<file path="src/rtl/lsvq_pkg.sv">
// shared constants and types for the line sensor vote qualifier
package lsvq_pkg;

    localparam int MAIN_SENSORS     = 24;
    localparam int SIDE_SENSORS     = 3;
    localparam int TOTAL_SENSORS    = MAIN_SENSORS + SIDE_SENSORS;
    localparam int SAMPLE_BITS      = 12;
    localparam int SAMPLE_FIELD     = 12;
    localparam int SENSOR_BITS      = 5;
    localparam int CFG_BITS         = 12;
    localparam int CFG_INDEX_BITS   = 1;
    localparam int HIT_BITS         = 2;
    localparam int HIT_LIMIT        = 3;
    localparam int MAIN_HITS_NEEDED = 2;
    localparam int SIDE_HITS_NEEDED = 1;
    localparam int STABLE_LIMIT     = 50;
    localparam int STABLE_BITS      = 6;

    typedef enum logic [CFG_INDEX_BITS-1:0] {
        REG_MAIN_THRESHOLD = 1'b0,
        REG_SIDE_THRESHOLD = 1'b1
    } cfg_reg_t;

    typedef struct packed {
        logic [SENSOR_BITS-1:0]  sensor;
        logic [SAMPLE_FIELD-1:0] sample;
        logic                    end_of_scan;
    } sample_t;

    typedef struct packed {
        logic [MAIN_SENSORS-1:0] main_lines;
        logic [SIDE_SENSORS-1:0] side_lines;
        logic [STABLE_BITS-1:0]  stable_count;
    } status_t;

    typedef struct packed {
        logic                   valid;
        logic [SENSOR_BITS-1:0] sensor;
        logic                   hit;
        logic                   last;
    } stage_t;

endpackage

</file>
<file path="src/rtl/lsvq_ingress.sv">
// threshold registers, hit decision and input stage register
module lsvq_ingress (
    input  logic                                clk,
    input  logic                                rst_n,
    input  logic                                cfg_write,
    input  logic [lsvq_pkg::CFG_INDEX_BITS-1:0] cfg_index,
    input  logic [lsvq_pkg::CFG_BITS-1:0]       cfg_data,
    input  logic                                sample_valid,
    output logic                                sample_stall,
    input  lsvq_pkg::sample_t                   sample_data,
    input  logic                                result_free,
    output lsvq_pkg::stage_t                    stage,
    output logic                                stage_go
);
    import lsvq_pkg::*;

    logic [CFG_BITS-1:0]    main_th_reg;
    logic [CFG_BITS-1:0]    main_th_next;
    logic [CFG_BITS-1:0]    side_th_reg;
    logic [CFG_BITS-1:0]    side_th_next;
    stage_t                 stage_reg;
    stage_t                 stage_next;
    logic [CFG_BITS-1:0]    threshold;
    logic                   in_range;
    logic                   load;

    always_comb
    begin
        main_th_next = main_th_reg;
        side_th_next = side_th_reg;
        if (cfg_write)
        begin
            unique case (cfg_reg_t'(cfg_index))
                REG_MAIN_THRESHOLD: main_th_next = cfg_data;
                REG_SIDE_THRESHOLD: side_th_next = cfg_data;
            endcase
        end
    end

    // an end-of-scan item waits until the result register is free
    assign stage_go     = stage_reg.valid && (!stage_reg.last || result_free);
    assign sample_stall = stage_reg.valid && !stage_go;
    assign load         = sample_valid && !sample_stall;

    assign in_range  = sample_data.sensor < SENSOR_BITS'(TOTAL_SENSORS);
    assign threshold = (sample_data.sensor < SENSOR_BITS'(MAIN_SENSORS)) ? main_th_reg
                                                                         : side_th_reg;

    always_comb
    begin
        stage_next = stage_reg;
        if (load)
        begin
            stage_next.valid  = 1'b1;
            stage_next.sensor = sample_data.sensor;
            stage_next.hit    = in_range && (sample_data.sample[SAMPLE_BITS-1:0] >
                                             threshold[SAMPLE_BITS-1:0]);
            stage_next.last   = sample_data.end_of_scan;
        end
        else if (stage_go)
        begin
            stage_next.valid = 1'b0;
        end
    end

    always_ff @(posedge clk or negedge rst_n)
    begin
        if (!rst_n)
        begin
            main_th_reg <= '0;
            side_th_reg <= '0;
            stage_reg   <= '0;
        end
        else
        begin
            main_th_reg <= main_th_next;
            side_th_reg <= side_th_next;
            stage_reg   <= stage_next;
        end
    end

    assign stage = stage_reg;

endmodule

</file>
<file path="src/rtl/lsvq_tally.sv">
// hit counters, status vote, stable count and result register
module lsvq_tally (
    input  logic              clk,
    input  logic              rst_n,
    input  lsvq_pkg::stage_t  stage,
    input  logic              stage_go,
    output logic              result_free,
    output logic              status_valid,
    input  logic              status_stall,
    output lsvq_pkg::status_t status_data
);
    import lsvq_pkg::*;

    logic [HIT_BITS-1:0]     counts_reg  [TOTAL_SENSORS];
    logic [HIT_BITS-1:0]     counts_next [TOTAL_SENSORS];
    logic [HIT_BITS-1:0]     counts_after[TOTAL_SENSORS];
    logic [MAIN_SENSORS-1:0] prev_main_reg;
    logic [SIDE_SENSORS-1:0] prev_side_reg;
    logic [STABLE_BITS-1:0]  stable_reg;
    logic [STABLE_BITS-1:0]  stable_next;
    logic [MAIN_SENSORS-1:0] main_vote;
    logic [SIDE_SENSORS-1:0] side_vote;
    logic                    out_valid_reg;
    logic                    out_valid_next;
    status_t                 out_data_reg;
    logic                    close;

    assign close       = stage_go && stage.last;
    assign result_free = !out_valid_reg || !status_stall;

    always_comb
    begin
        for (int i = 0; i < TOTAL_SENSORS; i++)
        begin
            counts_after[i] = counts_reg[i];
            if (stage_go && stage.hit && stage.sensor == SENSOR_BITS'(i)
                && counts_reg[i] != HIT_BITS'(HIT_LIMIT))
            begin
                counts_after[i] = counts_reg[i] + HIT_BITS'(1);
            end
            counts_next[i] = close ? '0 : counts_after[i];
        end
        for (int i = 0; i < MAIN_SENSORS; i++)
        begin
            main_vote[i] = counts_after[i] >= HIT_BITS'(MAIN_HITS_NEEDED);
        end
        for (int i = 0; i < SIDE_SENSORS; i++)
        begin
            side_vote[i] = counts_after[MAIN_SENSORS + i] >= HIT_BITS'(SIDE_HITS_NEEDED);
        end
    end

    always_comb
    begin
        if (main_vote == prev_main_reg && side_vote == prev_side_reg)
        begin
            stable_next = (stable_reg < STABLE_BITS'(STABLE_LIMIT))
                        ? stable_reg + STABLE_BITS'(1) : stable_reg;
        end
        else
        begin
            stable_next = '0;
        end
    end

    always_comb
    begin
        out_valid_next = out_valid_reg;
        if (close)
        begin
            out_valid_next = 1'b1;
        end
        else if (!status_stall)
        begin
            out_valid_next = 1'b0;
        end
    end

    always_ff @(posedge clk or negedge rst_n)
    begin
        if (!rst_n)
        begin
            for (int i = 0; i < TOTAL_SENSORS; i++)
            begin
                counts_reg[i] <= '0;
            end
            prev_main_reg <= '0;
            prev_side_reg <= '0;
            stable_reg    <= '0;
            out_valid_reg <= 1'b0;
        end
        else
        begin
            counts_reg    <= counts_next;
            out_valid_reg <= out_valid_next;
            if (close)
            begin
                prev_main_reg <= main_vote;
                prev_side_reg <= side_vote;
                stable_reg    <= stable_next;
            end
        end
    end

    // result payload, loaded on transfer of an end-of-scan item
    always_ff @(posedge clk)
    begin
        if (close)
        begin
            out_data_reg.main_lines   <= main_vote;
            out_data_reg.side_lines   <= side_vote;
            out_data_reg.stable_count <= stable_next;
        end
    end

    assign status_valid = out_valid_reg;
    assign status_data  = out_data_reg;

endmodule

</file>
<file path="src/rtl/line_sensor_vote_qualifier.sv">
// top level of the line sensor vote qualifier
//
// sample channel: sample_valid / sample_stall / sample_data carries one converter
// reading with its logical sensor index and an end-of-scan flag; a transfer
// happens on a rising edge with sample_valid high and sample_stall low.
// status channel: status_valid / status_stall / status_data carries one result
// per end-of-scan sample: main and side line vectors and the stable count.
// cfg port: cfg_write with cfg_index and cfg_data sets the main or side
// threshold; write it only while no scan is in flight.
// throughput: one sample per clock while sample_stall is low. a sample is registered
// in the input stage register and counted from there; an end-of-scan result is loaded
// into the output register as its sample leaves the input stage register.
// the output register frees the input side: samples keep flowing while a
// result waits; only an end-of-scan sample that meets a still-stalled result
// holds sample_stall high until the result is taken.
// reset clears thresholds, hit counters, previous statuses and stable count.
module line_sensor_vote_qualifier (
    input  logic                                clk,
    input  logic                                rst_n,
    input  logic                                cfg_write,
    input  logic [lsvq_pkg::CFG_INDEX_BITS-1:0] cfg_index,
    input  logic [lsvq_pkg::CFG_BITS-1:0]       cfg_data,
    input  logic                                sample_valid,
    output logic                                sample_stall,
    input  lsvq_pkg::sample_t                   sample_data,
    output logic                                status_valid,
    input  logic                                status_stall,
    output lsvq_pkg::status_t                   status_data
);
    import lsvq_pkg::*;

    stage_t stage;
    logic   stage_go;
    logic   result_free;

    lsvq_ingress u_ingress (
        .clk          (clk),
        .rst_n        (rst_n),
        .cfg_write    (cfg_write),
        .cfg_index    (cfg_index),
        .cfg_data     (cfg_data),
        .sample_valid (sample_valid),
        .sample_stall (sample_stall),
        .sample_data  (sample_data),
        .result_free  (result_free),
        .stage        (stage),
        .stage_go     (stage_go)
    );

    lsvq_tally u_tally (
        .clk          (clk),
        .rst_n        (rst_n),
        .stage        (stage),
        .stage_go     (stage_go),
        .result_free  (result_free),
        .status_valid (status_valid),
        .status_stall (status_stall),
        .status_data  (status_data)
    );

endmodule

</file>
<file path="config.mk">
export PLATFORM = sky130hd
export DESIGN_NAME = line_sensor_vote_qualifier
export DESIGN_NICKNAME = d
export VERILOG_FILES = /design/src/rtl/lsvq_pkg.sv /design/src/rtl/lsvq_ingress.sv /design/src/rtl/lsvq_tally.sv /design/src/rtl/line_sensor_vote_qualifier.sv
export SDC_FILE = /design/constraint.sdc
export NUM_CORES = 1
export LEC_CHECK = 0
export BUFFER_PORTS_ARGS = -buffer_cell sky130_fd_sc_hd__buf_2
export CAP_MARGIN = 20
export CORE_MARGIN = 5
export CORE_UTILIZATION = 25
export CTS_BUF_LIST = sky130_fd_sc_hd__clkbuf_16
export DETAILED_ROUTE_END_ITERATION = 10
export GPL_TIMING_DRIVEN = 0
export MAX_ROUTING_LAYER = met4
export PLACE_DENSITY = 0.52
export SYNTH_ARGS = -nofsm -noshare
export SYNTH_HDL_FRONTEND = slang
export SYNTH_HIERARCHICAL = 1
export SYNTH_SLANG_ARGS = --single-unit
</file>
<file path="constraint.sdc">
create_clock -name clk -period 6.13 [get_ports clk]
set_clock_uncertainty 0.2 [all_clocks]
set_input_delay 1.226 -clock clk [delete_from_list [all_inputs] [get_ports clk]]
set_output_delay 1.226 -clock clk [all_outputs]
set_load 0.05 [all_outputs]
</file>
### After elaboration in Yosys (flattened, before gate mapping)

Cells that the tools add are included.

* add/subtract/negate cells: 28
* $lt $le $gt $ge: 31
* equal/unequal tests: 56
* muxes and demuxes: 61
* bitwise gates (word level): 1
* reductions and logical operators: 72

Operators with widths (number)
* two-way mux 2 bit: 54
* logical AND 1 bit: 61
* == test 5 bit (second input constant): 11
* adder 2 x 1 -> 2 bit (second input constant): 27
* != test 2 bit (second input constant): 27
* >= comparator 2 bit (second input constant): 24
* == test 5 x 4 -> 1 bit (second input constant): 8
* == test 24 bit: 1
* == test 5 x 3 -> 1 bit (second input constant): 4
* greater-than comparator 12 bit: 1
* two-way mux 12 bit: 1
* two-way mux 6 bit: 2
* == test 5 x 2 -> 1 bit (second input constant): 2
* < comparator 5 bit (second input constant): 2
* adder 6 x 1 -> 6 bit (second input constant): 1
* >= comparator 2 x 1 -> 1 bit (second input constant): 3
* < comparator 6 bit (second input constant): 1
* == test 5 x 1 -> 1 bit (second input constant): 1
* logical NOT 1 bit: 5
* logical NOT 5 bit: 1
* two-way mux 1 bit: 4
* AND reduction 2 bit: 2
* == test 3 bit: 1
* logical OR 1 bit: 2
* other kinds (3): 3

* flip-flop bits (word level): 153
* output and inout bits: 35
* word-level logic and storage cells: 289

### Longest topological paths before layout

* depth after elaboration: 12
* mapped depth: 12
* gate-level depth less buffers: 11

### By module

Netlist, hierarchy kept.

By module, submodules not included
* lsvq_tally: instances 1, cells an instance 572, area an instance 6167.2 sq um, sequential area each 3193.1 sq um
* lsvq_ingress: instances 1, cells an instance 122, area an instance 1611.5 sq um, sequential area each 800.8 sq um

### Worst setup path after synthesis

No wires, ideal clock.

* path type: input port to flip-flop
* start: input port status_stall
* end: register u_tally.stable_reg[2]
* arrival time: 4.293 ns
* setup slack: 1.541 ns
* stages: 12
* buffers on the path: 1
* path through: nand2_1 > inv_1 > a21boi_0 > nand3_1 > or4_1 > clkbuf_1 > mux2i_1 > a222oi_1 > o2111ai_1 > nor4_2 > nand2_4 > o32ai_2

* longest elaborated chain between the ends: 12

RTL lines
* start, declared: RTL line line_sensor_vote_qualifier.sv:27 `input logic status_stall,`
* logical NOT 1 bit (*): RTL line lsvq_tally.sv:29 `assign result_free = !out_valid_reg || !status_stall;`
* logical OR 1 bit (*): RTL line lsvq_tally.sv:29
* logical OR 1 bit (*): RTL line lsvq_ingress.sv:41 `assign stage_go = stage_reg.valid && (!stage_reg.last || result_free);`
* logical AND 1 bit (*): RTL line lsvq_ingress.sv:41
* named net stage_go: RTL line line_sensor_vote_qualifier.sv:33 `logic stage_go;`
* logical AND 1 bit (2 in a row): RTL line lsvq_tally.sv:36 `if (stage_go && stage.hit && stage.sensor == SENSOR_BITS'(i)`
* logical AND 1 bit: RTL line lsvq_tally.sv:37 `&& counts_reg[i] != HIT_BITS'(HIT_LIMIT))`
* two-way mux 2 bit: RTL line lsvq_tally.sv:36
* >= comparator 2 bit or >= comparator 2 x 1 -> 1 bit (tied branches): RTL line lsvq_tally.sv:45, lsvq_tally.sv:49
* == test 24 bit or == test 3 bit (tied branches): RTL line lsvq_tally.sv:55 `if (main_vote == prev_main_reg && side_vote == prev_side_reg)`
* logical AND 1 bit: RTL line lsvq_tally.sv:55
* two-way mux 6 bit: RTL line lsvq_tally.sv:55
* end signal, assigned: RTL line lsvq_tally.sv:100 `stable_reg <= stable_next;`
* end, declared: RTL line lsvq_tally.sv:19 `logic [STABLE_BITS-1:0] stable_reg;`

The timed path passes the listed nets; every way through them passes the cells marked *.
A chain may end at the register's enable or synchronous reset.

### Final worst setup path

* start: input port status_stall
* end: register u_tally.stable_reg[2]

* longest elaborated chain between the ends: 12

RTL lines
* logical NOT 1 bit (*): RTL line lsvq_tally.sv:29
* logical OR 1 bit (*): RTL line lsvq_tally.sv:29
* named net result_free: RTL line line_sensor_vote_qualifier.sv:34 `logic result_free;`
* logical OR 1 bit (*): RTL line lsvq_ingress.sv:41
* logical AND 1 bit (*): RTL line lsvq_ingress.sv:41
* named net stage_go: RTL line line_sensor_vote_qualifier.sv:33
* logical AND 1 bit (2 in a row): RTL line lsvq_tally.sv:36
* logical AND 1 bit: RTL line lsvq_tally.sv:37
* two-way mux 2 bit: RTL line lsvq_tally.sv:36
* >= comparator 2 bit or >= comparator 2 x 1 -> 1 bit (tied branches): RTL line lsvq_tally.sv:45, lsvq_tally.sv:49
* == test 24 bit or == test 3 bit (tied branches): RTL line lsvq_tally.sv:55
* logical AND 1 bit: RTL line lsvq_tally.sv:55
* two-way mux 6 bit: RTL line lsvq_tally.sv:55

Marks and branches as above.

==> flow_metrics.env <==
export IMPL_status="finished clean"
export IMPL_synthTopCellsByArea="dfrtp_1, edfxtp_1, ha_1"
export IMPL_fp_row_count=64
export IMPL_initial_core_util_pct=25.4
export IMPL_routedWlPerCell_um=17.3
export IMPL_core_area_um2=30700
export IMPL_hold_path_class="reg -> reg"
export IMPL_synth_async_reset_ratio_pct=78.4
export IMPL_ctsResizeCount=0
export IMPL_pin_count=71
export IMPL_synthFlopType="dfrtp_1"
export IMPL_ir_drop_mv=0.174
export IMPL_drv_slew=0
export IMPL_hpwl_mm=14.5
export IMPL_setup_ws_ps=847
export IMPL_cts_made_buffers=17
export IMPL_synthSimpleGateAreaFrac_pct=16.9
export IMPL_maxCapViolCount=0
export IMPL_num_nets_final=861
export IMPL_place_ws_ps=422
export IMPL_tns_ps=0
export IMPL_grt_setup_unrepaired="false"
export IMPL_clk_path_buf_depth=2
export IMPL_period_needed_ps=5280
export IMPL_largest_register_ff_count=54
export IMPL_ant_nets=0
export IMPL_drc=0
export IMPL_layout_commonest_cell="dfrtp_1"
export IMPL_layoutNonFillerInstCount=1199
export IMPL_synth_distinct_cells=70
export IMPL_postSynthNetCount=770
export IMPL_dp_cells=1162
export IMPL_cts_max_level=4
export IMPL_netlist_area_um2=7780
export IMPL_via_per_inst=4.68
export IMPL_grt_pass1_vias=5616
export IMPL_grt_pass1_wl_mm=32.3
export IMPL_yosys_area_top_type="dfrtp_1"
export IMPL_root_buffer="clkbuf_16"
export IMPL_die_w_um=186
export IMPL_first_pass_iters=5
export IMPL_drive_gt1_share_pct=20.2
export IMPL_synth_top_area_share_pct=38.6
export IMPL_port_buffers=70
export IMPL_fin_hold_ws_ps=289
export IMPL_synth_xor_area_share_pct=4.84
export IMPL_synth_top_family_by_area="simple AND/OR/NAND/NOR gates"
export IMPL_post_cts_buffers=0
export IMPL_synth_compound_area_share_pct=7.24
export IMPL_timing_slew_headroom_pct=35.1
export IMPL_p_leak_nw=4.43
export IMPL_cp_arrival_ps=5420
export IMPL_fmax_mhz=189
export IMPL_die_h_um=186
export IMPL_vias=5608
export IMPL_end_kind="flip-flop"
export IMPL_cp_start_kind="input pin"
export IMPL_grt_total_usage_pct=12.2
export IMPL_hold_violations=0
export IMPL_synth_edf_count=33
export IMPL_area_growth_pct=19.1
export IMPL_overflow=0
export IMPL_worstSetupPathType="in -> reg"
export IMPL_most_common_layout_cells="dfrtp_1, buf_2, nor2_1"
export IMPL_fin_crit_sh_pct=86.2
export IMPL_die_area_um2=34700
export IMPL_worstPathRequired_ps=6270
export IMPL_grt_max_degree=72
export IMPL_postSynthAreaPerCell_um2=11.2
export IMPL_hold_buffers=0
export IMPL_path_max_fanout=10
export IMPL_totalWireLength_mm=20.7
export IMPL_cts_sinks=153
export IMPL_worst_pin_slew_ps=965
export IMPL_gp_congestion=0.845
export IMPL_synthAdderAreaFrac_pct=6.43
export IMPL_first_iter_violations=390
export IMPL_grt_antenna_before_repair=5
export IMPL_path_clk_slew_ps=70
export IMPL_setup_violations_final=0
export IMPL_final_area_um2=9270
export IMPL_muxShareOfSynthArea_pct=9.70
export IMPL_cts_tree="built"
export IMPL_clock_latency_ps=420
export IMPL_synth_seq_area_share_pct=51.3
export IMPL_dpl_cell_area_um2=8680
export IMPL_yosysWarnings=6
export IMPL_power_per_cell_area_nw_per_um2=292
export IMPL_syn_inst=694
export IMPL_synth_seq_cells=153
[area by class of cell]
| type | instances | area (µm²) |
|---|---|---|
| inverter | 41 | 154 |
| antenna | 5 | 12.5 |
| timing repair buffer | 72 | 404 |
| multi-input combinational | 473 | 3510 |
| clock buffer | 17 | 425 |
| sequential | 153 | 3990 |
| clock inverter | 15 | 150 |
| buffer | 27 | 120 |
| tap | 396 | 495 |
| fill | 3186 | 21400 |
[Yosys cell counts, types with 6 or more instances]
cell,number
dfrtp_1,120
nor2_1,66
nand2_1,53
ha_1,40
inv_1,40
mux2i_1,38
edfxtp_1,33
mux2_2,31
o21ai_0,30
xor2_1,26
clkbuf_1,20
xnor2_1,17
nand2b_1,15
or4_1,14
a21oi_1,13
nor2b_1,10
nand3_1,9
nor4_1,9
nand4_1,8
a31oi_1,7
nor3b_1,7
or3_1,6
[logic make-up (layout without fill, tap and decap cells)]
family,count (synthesis),after routing
multiplexers,71,71
XOR/XNOR,43,43
flip-flops,153,153
buffers and inverters,68,172
AO/OA/AOI/OAI,86,86
adder cells (fa/ha/maj),40,40
other,0,5
AND/OR/NAND/NOR,233,233
[critical path, stage by stage]
cell and delay [ps]:
buf_2 100, nand2_1 100, inv_1 70, a21boi_0 750, nand3b_4 280, buf_2 290
nor4_1 740, nor3b_1 190, nor4_1 390, nand4_1 230, nor4_4 600, nand2_4 170
o32ai_2 280
[metal layers]
layer	up-vias	share of wire [%]	wire length, µm	GRT usage, %
li1	2665	-	-	-
met1	2755	47	9720	16.4
met2	166	45	9290	18.2
met3	22	6.8	1410	3.23
met4	0	1.4	289	3.22
met5	-	0	0	-
[metrics by stage]
step | power (mW) | utilization (%)
6_report | 2.70 | 30.2
5_1_grt | 2.83 | 30.2
4_1_cts | 2.74 | 30.2
3_5_place_dp | 1.68 | 28.3
3_3_place_gp | 1.67 | 28.1
2_1_floorplan | 1.52 | -
[worst paths after layout]
kind / startpoint / end / slack (ps) / depth (start not counted)
hold / removal: u_ingress/side_th_reg[3] / u_ingress/side_th_reg[3] / 290 / 1
min in group asynchronous: rst_n / u_tally/status_valid / 560 / 1
max in group asynchronous: rst_n / u_tally/counts_reg[42] / 4450 / 2
hold reg to reg: u_ingress/side_th_reg[3] / u_ingress/side_th_reg[3] / 290 / 1
setup / recovery: status_stall / u_tally/stable_reg[2] / 850 / 13
setup reg to reg: u_tally/status_valid / u_tally/stable_reg[2] / 1370 / 12
[power breakdown]
part / switching, mW / total (mW) / internal, mW
sequential: 0.0554 / 1.18 / 1.13
clock: 0.444 / 1.04 / 0.599
combinational: 0.323 / 0.477 / 0.154
total: 0.823 / 2.70 / 1.88
Note: power is estimated with default switching activity, not from simulation.
